[config.mk]
export PLATFORM = sky130hd
export DESIGN_NAME = lru_key_value_cache_top
export DESIGN_NICKNAME = d
export VERILOG_FILES = /design/src/lkv_pkg.sv /design/src/lkv_front.sv /design/src/lkv_back.sv /design/src/lru_key_value_cache_top.sv
export VERILOG_INCLUDE_DIRS = /design/src /design/src/src
export SDC_FILE = /design/constraint.sdc
export NUM_CORES = 2
export LEC_CHECK = 0
export BUFFER_PORTS_ARGS = -buffer_cell sky130_fd_sc_hd__buf_2
export CAP_MARGIN = 20
export CORE_UTILIZATION = 30
export DETAILED_ROUTE_END_ITERATION = 8
export MAX_ROUTING_LAYER = met4
export SKIP_CTS_REPAIR_TIMING = 1
export SLEW_MARGIN = 20
export SYNTH_ARGS = -nofsm -noshare
export SYNTH_HDL_FRONTEND = slang
export SYNTH_SLANG_ARGS = --single-unit
[constraint.sdc]
create_clock -name aclk -period 7.3 [get_ports aclk]
set_input_delay 0.365 -clock aclk [delete_from_list [all_inputs] [get_ports aclk]]
set_output_delay 0.365 -clock aclk [all_outputs]
set_load 0.1 [all_outputs]
[src/lru_key_value_cache_top_assert.svh]
// Assertion macros for the LRU key/value cache
`ifndef LRU_KEY_VALUE_CACHE_TOP_ASSERT_SVH
`define LRU_KEY_VALUE_CACHE_TOP_ASSERT_SVH

// Implication checked on every clock edge outside reset
`define LKV_ASSERT_IMPL(lbl, clk, rstn, ante, cons, msg) \
    lbl: assert property (@(posedge clk) disable iff (!rstn) (ante) |-> (cons)) \
        else $error(msg);

// Property that must hold in the cycle after the antecedent
`define LKV_ASSERT_NEXT(lbl, clk, rstn, ante, cons, msg) \
    lbl: assert property (@(posedge clk) disable iff (!rstn) (ante) |=> (cons)) \
        else $error(msg);

`endif

[src/lkv_pkg.sv]
`timescale 1ns / 1ps
package lkv_pkg;
    localparam int ENTRIES  = 16;
    localparam int SLOT_W   = $clog2(ENTRIES);
    localparam int CNT_W    = $clog2(ENTRIES + 1);
    localparam int KEY_W    = 32;
    localparam int DATA_W   = 32;
    localparam int QDEPTH   = 2;

    localparam logic OP_GET = 1'b0;
    localparam logic OP_PUT = 1'b1;

    localparam logic [1:0] REG_CAPACITY = 2'd0;

    typedef struct packed {
        logic                     op;
        logic signed [KEY_W-1:0]  req_key;
        logic signed [DATA_W-1:0] req_value;
    } req_t;

    typedef struct packed {
        logic                     hit;
        logic signed [DATA_W-1:0] read_value;
        logic                     evicted;
        logic signed [KEY_W-1:0]  evicted_key;
    } rsp_t;

    // Front stage output: request plus the clamped capacity at acceptance
    typedef struct packed {
        req_t             req;
        logic [CNT_W-1:0] cap;
    } cmd_t;
endpackage

[src/lkv_front.sv]
`timescale 1ns / 1ps
module lkv_front
    import lkv_pkg::*;
(
    input  logic             aclk,
    input  logic             aresetn,
    input  logic             s_valid,
    output logic             s_ready,
    input  req_t             s_data,
    input  logic [4:0]       cap_raw,
    output logic             q_valid,
    input  logic             q_ready,
    output cmd_t             q_data
);
    cmd_t              buf_reg [QDEPTH];
    logic [0:0]        wptr_reg, rptr_reg;
    logic [1:0]        cnt_reg;
    logic [CNT_W-1:0]  cap_c;
    logic              push, pop;

    // Clamp capacity into 1..ENTRIES
    always_comb begin
        if (cap_raw == 5'd0) begin
            cap_c = CNT_W'(1);
        end else if (32'(cap_raw) > ENTRIES) begin
            cap_c = CNT_W'(ENTRIES);
        end else begin
            cap_c = CNT_W'(cap_raw);
        end
    end

    assign s_ready = (cnt_reg != 2'(QDEPTH));
    assign q_valid = (cnt_reg != 2'd0);
    assign q_data  = buf_reg[rptr_reg];
    assign push    = s_valid && s_ready;
    assign pop     = q_valid && q_ready;

    // Command queue
    always_ff @(posedge aclk) begin
        if (push) begin
            buf_reg[wptr_reg] <= '{req: s_data, cap: cap_c};
        end
        if (!aresetn) begin
            wptr_reg <= '0;
            rptr_reg <= '0;
            cnt_reg  <= '0;
        end else begin
            if (push) wptr_reg <= wptr_reg + 1'b1;
            if (pop)  rptr_reg <= rptr_reg + 1'b1;
            cnt_reg <= cnt_reg + 2'(push) - 2'(pop);
        end
    end
endmodule

[src/lkv_back.sv]
`timescale 1ns / 1ps
module lkv_back
    import lkv_pkg::*;
(
    input  logic  aclk,
    input  logic  aresetn,
    input  logic  q_valid,
    output logic  q_ready,
    input  cmd_t  q_data,
    output logic  m_valid,
    input  logic  m_ready,
    output rsp_t  m_data
);
    typedef enum logic [1:0] {ST_IDLE, ST_SCAN, ST_UPDATE, ST_OUT} state_t;

    state_t              state_reg;
    cmd_t                cmd_reg;
    logic [KEY_W-1:0]    keys_reg   [ENTRIES];
    logic [DATA_W-1:0]   vals_reg   [ENTRIES];
    logic [ENTRIES-1:0]  valid_reg;
    logic [SLOT_W-1:0]   rank_reg   [ENTRIES];
    logic [CNT_W-1:0]    used_reg;
    logic [CNT_W-1:0]    idx_reg;
    logic                found_reg;
    logic [SLOT_W-1:0]   found_slot_reg;
    logic                free_seen_reg;
    logic [SLOT_W-1:0]   free_slot_reg;
    logic                vic_seen_reg;
    logic [SLOT_W-1:0]   vic_slot_reg;
    logic [SLOT_W-1:0]   vic_rank_reg;
    rsp_t                out_reg;
    logic [SLOT_W-1:0]   si;
    logic [SLOT_W-1:0]   tgt;
    logic                tgt_was_valid;
    logic                do_write;
    logic                do_touch;
    logic [DATA_W-1:0]   rd_val;
    logic                evict_now;

    assign q_ready = (state_reg == ST_IDLE);
    assign m_valid = (state_reg == ST_OUT);
    assign m_data  = out_reg;
    assign si      = idx_reg[SLOT_W-1:0];

    // Decide the slot acted on after the scan
    always_comb begin
        tgt           = found_slot_reg;
        tgt_was_valid = 1'b1;
        do_write      = 1'b0;
        do_touch      = 1'b0;
        if (found_reg) begin
            do_touch = 1'b1;
            do_write = (cmd_reg.req.op == OP_PUT);
        end else if (cmd_reg.req.op == OP_PUT) begin
            if (used_reg < cmd_reg.cap) begin
                tgt           = free_slot_reg;
                tgt_was_valid = 1'b0;
                do_write      = free_seen_reg;
                do_touch      = free_seen_reg;
            end else begin
                tgt      = vic_slot_reg;
                do_write = vic_seen_reg;
                do_touch = vic_seen_reg;
            end
        end
    end

    // Result fields: value read on get, eviction on a put that replaces
    always_comb begin
        rd_val    = '0;
        evict_now = 1'b0;
        if (cmd_reg.req.op == OP_GET) begin
            rd_val = found_reg ? vals_reg[found_slot_reg] : '1;
        end else begin
            evict_now = !found_reg && used_reg >= cmd_reg.cap && vic_seen_reg;
        end
    end

    always_ff @(posedge aclk) begin
        if (!aresetn) begin
            state_reg <= ST_IDLE;
            valid_reg <= '0;
            used_reg  <= '0;
            for (int i = 0; i < ENTRIES; i++) rank_reg[i] <= '0;
        end else begin
            case (state_reg)
                ST_IDLE: begin
                    if (q_valid) begin
                        cmd_reg       <= q_data;
                        idx_reg       <= '0;
                        found_reg     <= 1'b0;
                        free_seen_reg <= 1'b0;
                        vic_seen_reg  <= 1'b0;
                        state_reg     <= ST_SCAN;
                    end
                end
                // One slot per cycle: match, first free, oldest valid
                ST_SCAN: begin
                    if (valid_reg[si]) begin
                        if (!found_reg && keys_reg[si] == cmd_reg.req.req_key) begin
                            found_reg      <= 1'b1;
                            found_slot_reg <= si;
                        end
                        if (!vic_seen_reg || rank_reg[si] > vic_rank_reg) begin
                            vic_seen_reg <= 1'b1;
                            vic_slot_reg <= si;
                            vic_rank_reg <= rank_reg[si];
                        end
                    end else if (!free_seen_reg) begin
                        free_seen_reg <= 1'b1;
                        free_slot_reg <= si;
                    end
                    if (idx_reg == CNT_W'(ENTRIES - 1)) begin
                        state_reg <= ST_UPDATE;
                    end
                    idx_reg <= idx_reg + 1'b1;
                end
                // Apply write and recency update, build result
                ST_UPDATE: begin
                    out_reg.hit         <= found_reg;
                    out_reg.read_value  <= rd_val;
                    out_reg.evicted     <= evict_now;
                    out_reg.evicted_key <= evict_now ? keys_reg[vic_slot_reg] : '0;
                    if (do_write) begin
                        keys_reg[tgt] <= cmd_reg.req.req_key;
                        vals_reg[tgt] <= cmd_reg.req.req_value;
                    end
                    if (do_touch) begin
                        for (int i = 0; i < ENTRIES; i++) begin
                            if (SLOT_W'(i) != tgt && valid_reg[i] &&
                                (!tgt_was_valid || rank_reg[i] < rank_reg[tgt])) begin
                                rank_reg[i] <= rank_reg[i] + 1'b1;
                            end
                        end
                        rank_reg[tgt]  <= '0;
                        valid_reg[tgt] <= 1'b1;
                        if (!tgt_was_valid) used_reg <= used_reg + 1'b1;
                    end
                    state_reg <= ST_OUT;
                end
                ST_OUT: begin
                    if (m_ready) state_reg <= ST_IDLE;
                end
                default: state_reg <= ST_IDLE;
            endcase
        end
    end
endmodule

[src/lru_key_value_cache_top.sv]
`timescale 1ns / 1ps
// LRU key/value cache, fully associative, 16 entries.
// Input channel s_*: one request (op get/put, key, value) per transfer.
// Result channel m_*: exactly one result per request, in request order.
// APB port: register 0 (capacity_in_use, 5 bits) at byte address 0; write
// only while idle. Capacity 0 acts as 1, above 16 acts as 16.
// A two-entry command queue takes requests while the engine is busy.
// The engine scans the 16 slots one per cycle (match, first free slot,
// oldest entry), then applies the write and recency update in the update state.
// The result is held in an output register until m_ready is high; the
// engine does not start the next request meanwhile, but the queue still
// accepts up to two more requests.
// Reset (aresetn low, synchronous) empties the cache and queue and sets
// capacity to 16. Key and value storage is not cleared.
module lru_key_value_cache_top
    import lkv_pkg::*;
(
    input  logic        aclk,
    input  logic        aresetn,
    input  logic        s_valid,
    output logic        s_ready,
    input  req_t        s_data,
    output logic        m_valid,
    input  logic        m_ready,
    output rsp_t        m_data,
    input  logic        psel,
    input  logic        penable,
    input  logic        pwrite,
    input  logic [1:0]  paddr,
    input  logic [31:0] pwdata,
    output logic [31:0] prdata,
    output logic        pready
);
`include "lru_key_value_cache_top_assert.svh"

    logic [4:0] cap_reg;
    logic       q_valid, q_ready;
    cmd_t       q_data;

    assign pready = 1'b1;
    assign prdata = (paddr == REG_CAPACITY) ? {27'd0, cap_reg} : 32'd0;

    // Configuration register
    always_ff @(posedge aclk) begin
        if (!aresetn) begin
            cap_reg <= 5'd16;
        end else if (psel && penable && pwrite && paddr == REG_CAPACITY) begin
            cap_reg <= pwdata[4:0];
        end
    end

    lkv_front u_front (
        .aclk, .aresetn, .s_valid, .s_ready, .s_data,
        .cap_raw(cap_reg), .q_valid, .q_ready, .q_data
    );

    lkv_back u_back (
        .aclk, .aresetn, .q_valid, .q_ready, .q_data,
        .m_valid, .m_ready, .m_data
    );

    `LKV_ASSERT_IMPL(a_no_evict_key, aclk, aresetn,
        m_valid && !m_data.evicted, m_data.evicted_key == 0, "key reported without eviction")
    `LKV_ASSERT_IMPL(a_evict_no_hit, aclk, aresetn,
        m_valid && m_data.evicted, !m_data.hit && m_data.read_value == 0, "evict with hit")
    `LKV_ASSERT_NEXT(a_out_hold, aclk, aresetn,
        m_valid && !m_ready, m_valid && $stable(m_data), "result changed while stalled")
    `LKV_ASSERT_IMPL(a_hit_no_evict, aclk, aresetn,
        m_valid && m_data.hit, !m_data.evicted && m_data.evicted_key == 0, "hit evicted")
endmodule
[Word level (Yosys, flattened, before mapping)]
Memories as Yosys holds them, arrays and structs flattened. A register that Yosys moved wholly into a read port is not among the register bits.
Cells that the tools add are included.
Storage, ports and cells
  register bits after elaboration: 90
  memory bits (writable): 1228
  input port bits: 106
  memories kept: 4
Operators by class
  $add $sub $neg: 22
  magnitude comparators: 23
  equality and inequality tests: 28
  muxes and demuxes: 144
  bitwise operators: 20
  reductions and logical operators: 80
Memory list
  u_back.keys_reg: words 16, width 32, rd ports 2, clocked after memory_dff 2, wr ports 1, line lkv_back.sv:18  | logic [KEY_W-1:0] keys_reg [ENTRIES];
  u_back.vals_reg: words 16, width 32, rd ports 1, clocked after memory_dff 1, wr ports 1, line lkv_back.sv:19  | logic [DATA_W-1:0] vals_reg [ENTRIES];
  u_front.buf_reg: words 2, width 70, rd ports 1, clocked after memory_dff 1, wr ports 1, line lkv_front.sv:15  | cmd_t buf_reg [QDEPTH];
  u_back.rank_reg: words 16, width 4, rd ports 18, clocked after memory_dff 1, wr ports 17, line lkv_back.sv:21  | logic [SLOT_W-1:0] rank_reg [ENTRIES];
Operator list (count)
  $mux 1: 107
  $mux 4: 22
  $add 4x1->4 const B: 16
  $lt 4x4->1: 16
  $logic_and 1x1->1: 41
  $eq 32x32->1: 1
  $mux 32: 1
  $ne 4x4->1 const A: 8
  $mux 5: 4
  $logic_or 1x1->1: 17
  $ne 3x4->1 const A: 4
  $or 1x1->1: 16
  $or 16x16->16: 1
  $reduce_and 4->1: 4
  $ne 2x1->1 const B: 6
  $reduce_and 3->1: 4
  $add 5x1->5 const B: 2
  $lt 4x5->1 const B: 2
  $pmux 5 s2: 1
  $reduce_and 5->1: 2
  $ne 2x4->1 const A: 2
  $pmux 2 s4: 1
  $mux 2: 3
  $pmux 1 s2: 3
  22 further kinds: 33

[Longest topological paths before layout]
An unclocked memory read counts as a cell.
  depth after elaboration: 14
  depth in mapped cells: 22
  gate-level depth less buffers: 19

[Modules after synthesis]
From an unflattened synthesis, not the netlist that was laid out.
Second synthesis, totals
  cells, all modules: 3205
  area, all modules: 61425.2 um^2
By module, submodules not included
  lkv_back: instances 1, cells an instance 2893, area an instance 55568.3 um^2, seq. area each 37455.9 um^2
  lkv_front: instances 1, cells an instance 254, area an instance 5373.9 um^2, seq. area each 4304.1 um^2
  lru_key_value_cache_top: instances 1, cells an instance 58, area an instance 483.0 um^2, seq. area each 100.1 um^2

[Least setup slack after synthesis]
Ideal clock, no wire load.
  kind: register to register
  start: register u_back.state_reg[0]
  end: memory u_back.keys_reg[15][0] (enable)
  data arrival time: 6052 ps
  slack: 761 ps
  cell stages (with the launch flop): 7
  path buffers: 0
  clock period less this slack: 6539 ps
  cell sequence: dfxtp_1 -> inv_1 -> ha_1 -> and2_1 -> o211ai_1 -> or2_2 -> nor2_1
On the way
  longest elaborated chain between the ends: 4
RTL lines
  start, declared: line lkv_back.sv:16  | state_t state_reg;
  start signal, assigned: line lkv_back.sv:81  | state_reg <= ST_IDLE;
  start signal, assigned: line lkv_back.sv:94  | state_reg <= ST_SCAN;
  start signal, assigned: line lkv_back.sv:114  | state_reg <= ST_UPDATE;
  $eq 2x2->1: line lkv_back.sv:86  | case (state_reg)
  $mux 1: line lkv_back.sv:86
  $mux 1: line lkv_back.sv:80  | if (!aresetn) begin
  $mux 1 (not written as such): line lkv_back.sv:125  | keys_reg[tgt] <= cmd_reg.req.req_key;
  end, declared: line lkv_back.sv:18
Every way passes these cells.

==> metrics.md <==
| Metric | Value |
|---|---|
| DRT iter0 DRCs | 3022 |
| Peak VDD IR | 0.000255 V |
| Routability Congestion | 0.858 |
| Area grow syn2layout | 16.0% |
| Post-DP Area | 65800 sq um |
| Crit path DAT | 6500 ps |
| Power consumption | 21.9 mW |
| Layout cells sized above 1 | 28.5% |
| Max_cap viols | 0 |
| Final Util | 35.2% |
| Pre-antenna DRT Iters | 6 |
| Outcome | completed |
| Hpwl dp | 90400 um |
| Post-DRT Antenna Nets | 0 |
| Leak pwr | 22.8 nW |
| Power Dens Cells | 307 nW/um^2 |
| Number of remaining DRC errors | 0 |
| DIE HEIGHT | 455 um |
| Clock skew | 70.3 ps |
| Unique masters post-synth | 76 |
| Commonest non-fill, non-tap cells in the layout | edfxtp_1, mux4_2, clkbuf_16 |
| Post-synth EDFFs | 1324 |
| Min cycle time layout | 5840 ps |
| Clock share of power | 34.6% |
| Post-layout instance area | 71400 sq um |
| DRT met1 WL | 67000 um |
| Post-Syn Area | 61600 sq um |
| Dominant synthesized flop cell | edfxtp_1 |
| Clk_lat worst skew | 810 ps |
| Int Power | 15.5 mW |
| Aggregate global-route resource usage | 15.7% |
| Yosys reg bits | 1428 |
| Uppermost routed layer | met4 |
| DIE WIDTH | 455 um |
| Flop pwr share | 47.0% |
| CTS H-tree depth | 4 |
| Clock buffer count from CTS | 155 |
| Final Cycle Share | 80.0% |
| Setup crit end kind | flop |
| Register area share after synthesis | 67.9% |
| # setup viols final | 0 |
| Multi-input combinational cell area | 18800 sq um |
| Switching pwr | 6.37 mW |
| Global-route wire length before repair | 232000 um |
| Clock net sink count | 1428 |
| Post-Route WL | 159000 um |
| Hold crit path type | input pin to flop |
| Slew @ Worst Pin | 1140 ps |
| Met2 routed WL | 79200 um |
| Most common cell after layout, fill and taps aside | edfxtp_1 |
| Synthesized area per cell | 18.8 sq um |
| Met3 WL post-DR | 8170 um |
| CP Class | flop to flop |
| Comb pwr share | 18.4% |
| Synth Warn # | 0 |
| I/O Pins | 207 |
| Initial antenna violation count | 3 |
| Maximum root-to-sink buffer count | 3 |
| Rows | 165 |
| Fillers | 19000 |
| Post-synth ARST share | 0% |
| Via/cell ratio | 5.19 |
| CP required | 7960 ps |
| Relative slew slack | 23.9% |
| Switching Share | 29.1% |
| Vias in the first global route | 33700 |
| Core area | 203000 sq um |
| Pin count of the biggest net entering global routing | 103 |
| Die footprint | 207000 sq um |
| Clk root buf | clkbuf_16 |
| CTS tree | done |
| CTS clk-pin slew, worst paths | 60 ps |
| Final Hold Fails | 0 |
| DR WL/cell | 25.0 um |
| Cell count after synthesis | 3284 |
| Slew Limit Fails | 0 |
| Routed vias | 33000 |
| FMAX | 171 MHz |
| Port Buffers | 151 |
| # nets final | 3754 |
| Post-Route Setup TNS | 0 ps |
| GR Overflow Total | 0 |
| CP Launch Type | flop |
| Starting density of the core | 30.3% |
| Crit Path Max Fanout | 18 |
| Unrepaired setup endpoints after global routing | no |
| Area of all sequential standard cells | 41900 sq um |
==> power groups by stage <==
| stage | clock [mW] | combinational, mW | sequential, mW |
|---|---|---|---|
| floorplan | 0 | 2.72 | 10.4 |
| finish | 7.58 | 4.03 | 10.3 |
| global placement | 0 | 4.01 | 10.5 |
| global route | 8.04 | 4.31 | 10.4 |
| detailed placement | 0 | 4.04 | 10.5 |
| CTS | 7.77 | 4.06 | 10.3 |
==> critical path, stage by stage, from the launching register on <==
cell	delay, ps
edfxtp_1	360
inv_1	70
ha_1	240
a21oi_1	360
o221ai_4	310
and3b_1	290
o32ai_1	370
or2_1	560
a21oi_1	160
or4_1	1010
ha_1	470
o21ai_0	70
nand2b_1	70
a21oi_1	130
o21ai_0	80
a211oi_1	580
nor2_1	120
a311oi_1	350
nand3_1	110
==> synth_stat cells, types with 32 or more instances <==
master,number,area (sq um)
edfxtp_1,1324,39800
nand2_1,97,364
nor2b_1,51,319
inv_1,74,278
dfxtp_1,104,2080
buf_4,37,278
clkbuf_1,94,353
mux4_2,461,10400
xnor2_1,32,280
mux2i_1,101,1010
o21ai_0,62,310
nor2_1,84,315
mux2_2,92,1040
buf_1,44,165
nand3_1,71,355
a21oi_1,105,526
ha_1,83,1040
==> worst paths after layout <==
path / end / slack (ps) / from / cells after the start
setup / recovery: u_back.rank_reg[11][2]$_SDFFE_PP0P_ / 1460 / u_back.cmd_reg[2]$_DFFE_PP_ / 18
hold / removal: u_front.wptr_reg$_SDFFE_PN0P_ / 100 / s_valid / 4
setup reg to reg: u_back.rank_reg[11][2]$_SDFFE_PP0P_ / 1460 / u_back.cmd_reg[2]$_DFFE_PP_ / 18
hold reg to reg: u_back.valid_reg[2]$_SDFFE_PN0P_ / 490 / u_back.valid_reg[2]$_SDFFE_PN0P_ / 1
==> metrics by stage <==
step	worst slack [ps]	instances	hold slack, ps
2_1_floorplan	761	3310	439
3_3_place_gp	1550	6007	472
3_5_place_dp	1530	6008	479
4_1_cts	1520	6288	-328
5_1_grt	1100	6362	102
6_report	1460	6362	102
==> cell type report <==
| class | count | area share [%] |
|---|---|---|
| flip-flops and latches | 1428 | 58.6 |
| multi-input cells | 1601 | 26.3 |
| clock buffers | 200 | 5.81 |
| well taps | 2672 | 4.68 |
| repair buffers | 305 | 3.20 |
| clock inverters | 80 | 1.04 |
| inverters | 74 | 0.389 |
| diodes | 2 | 0.00700 |
==> logic make-up after synthesis <==
kind of cell,after synthesis,synth area share [%]
compound gates,315,3.40
flops,1428,67.9
fa+ha+maj,83,1.69
other cells,2,0.0122
xor+xnor,61,0.867
mux,655,20.2
buf+inv,281,2.03
simple gates,459,3.91
==> routing by layer <==
layer	vias to the layer above	track usage, %
met4	0	4.86
met3	266	2.40
met2	1026	25.7
met5	-	-
met1	17600	20.1
li1	14100	-
Power figures use the tool's default switching activity.
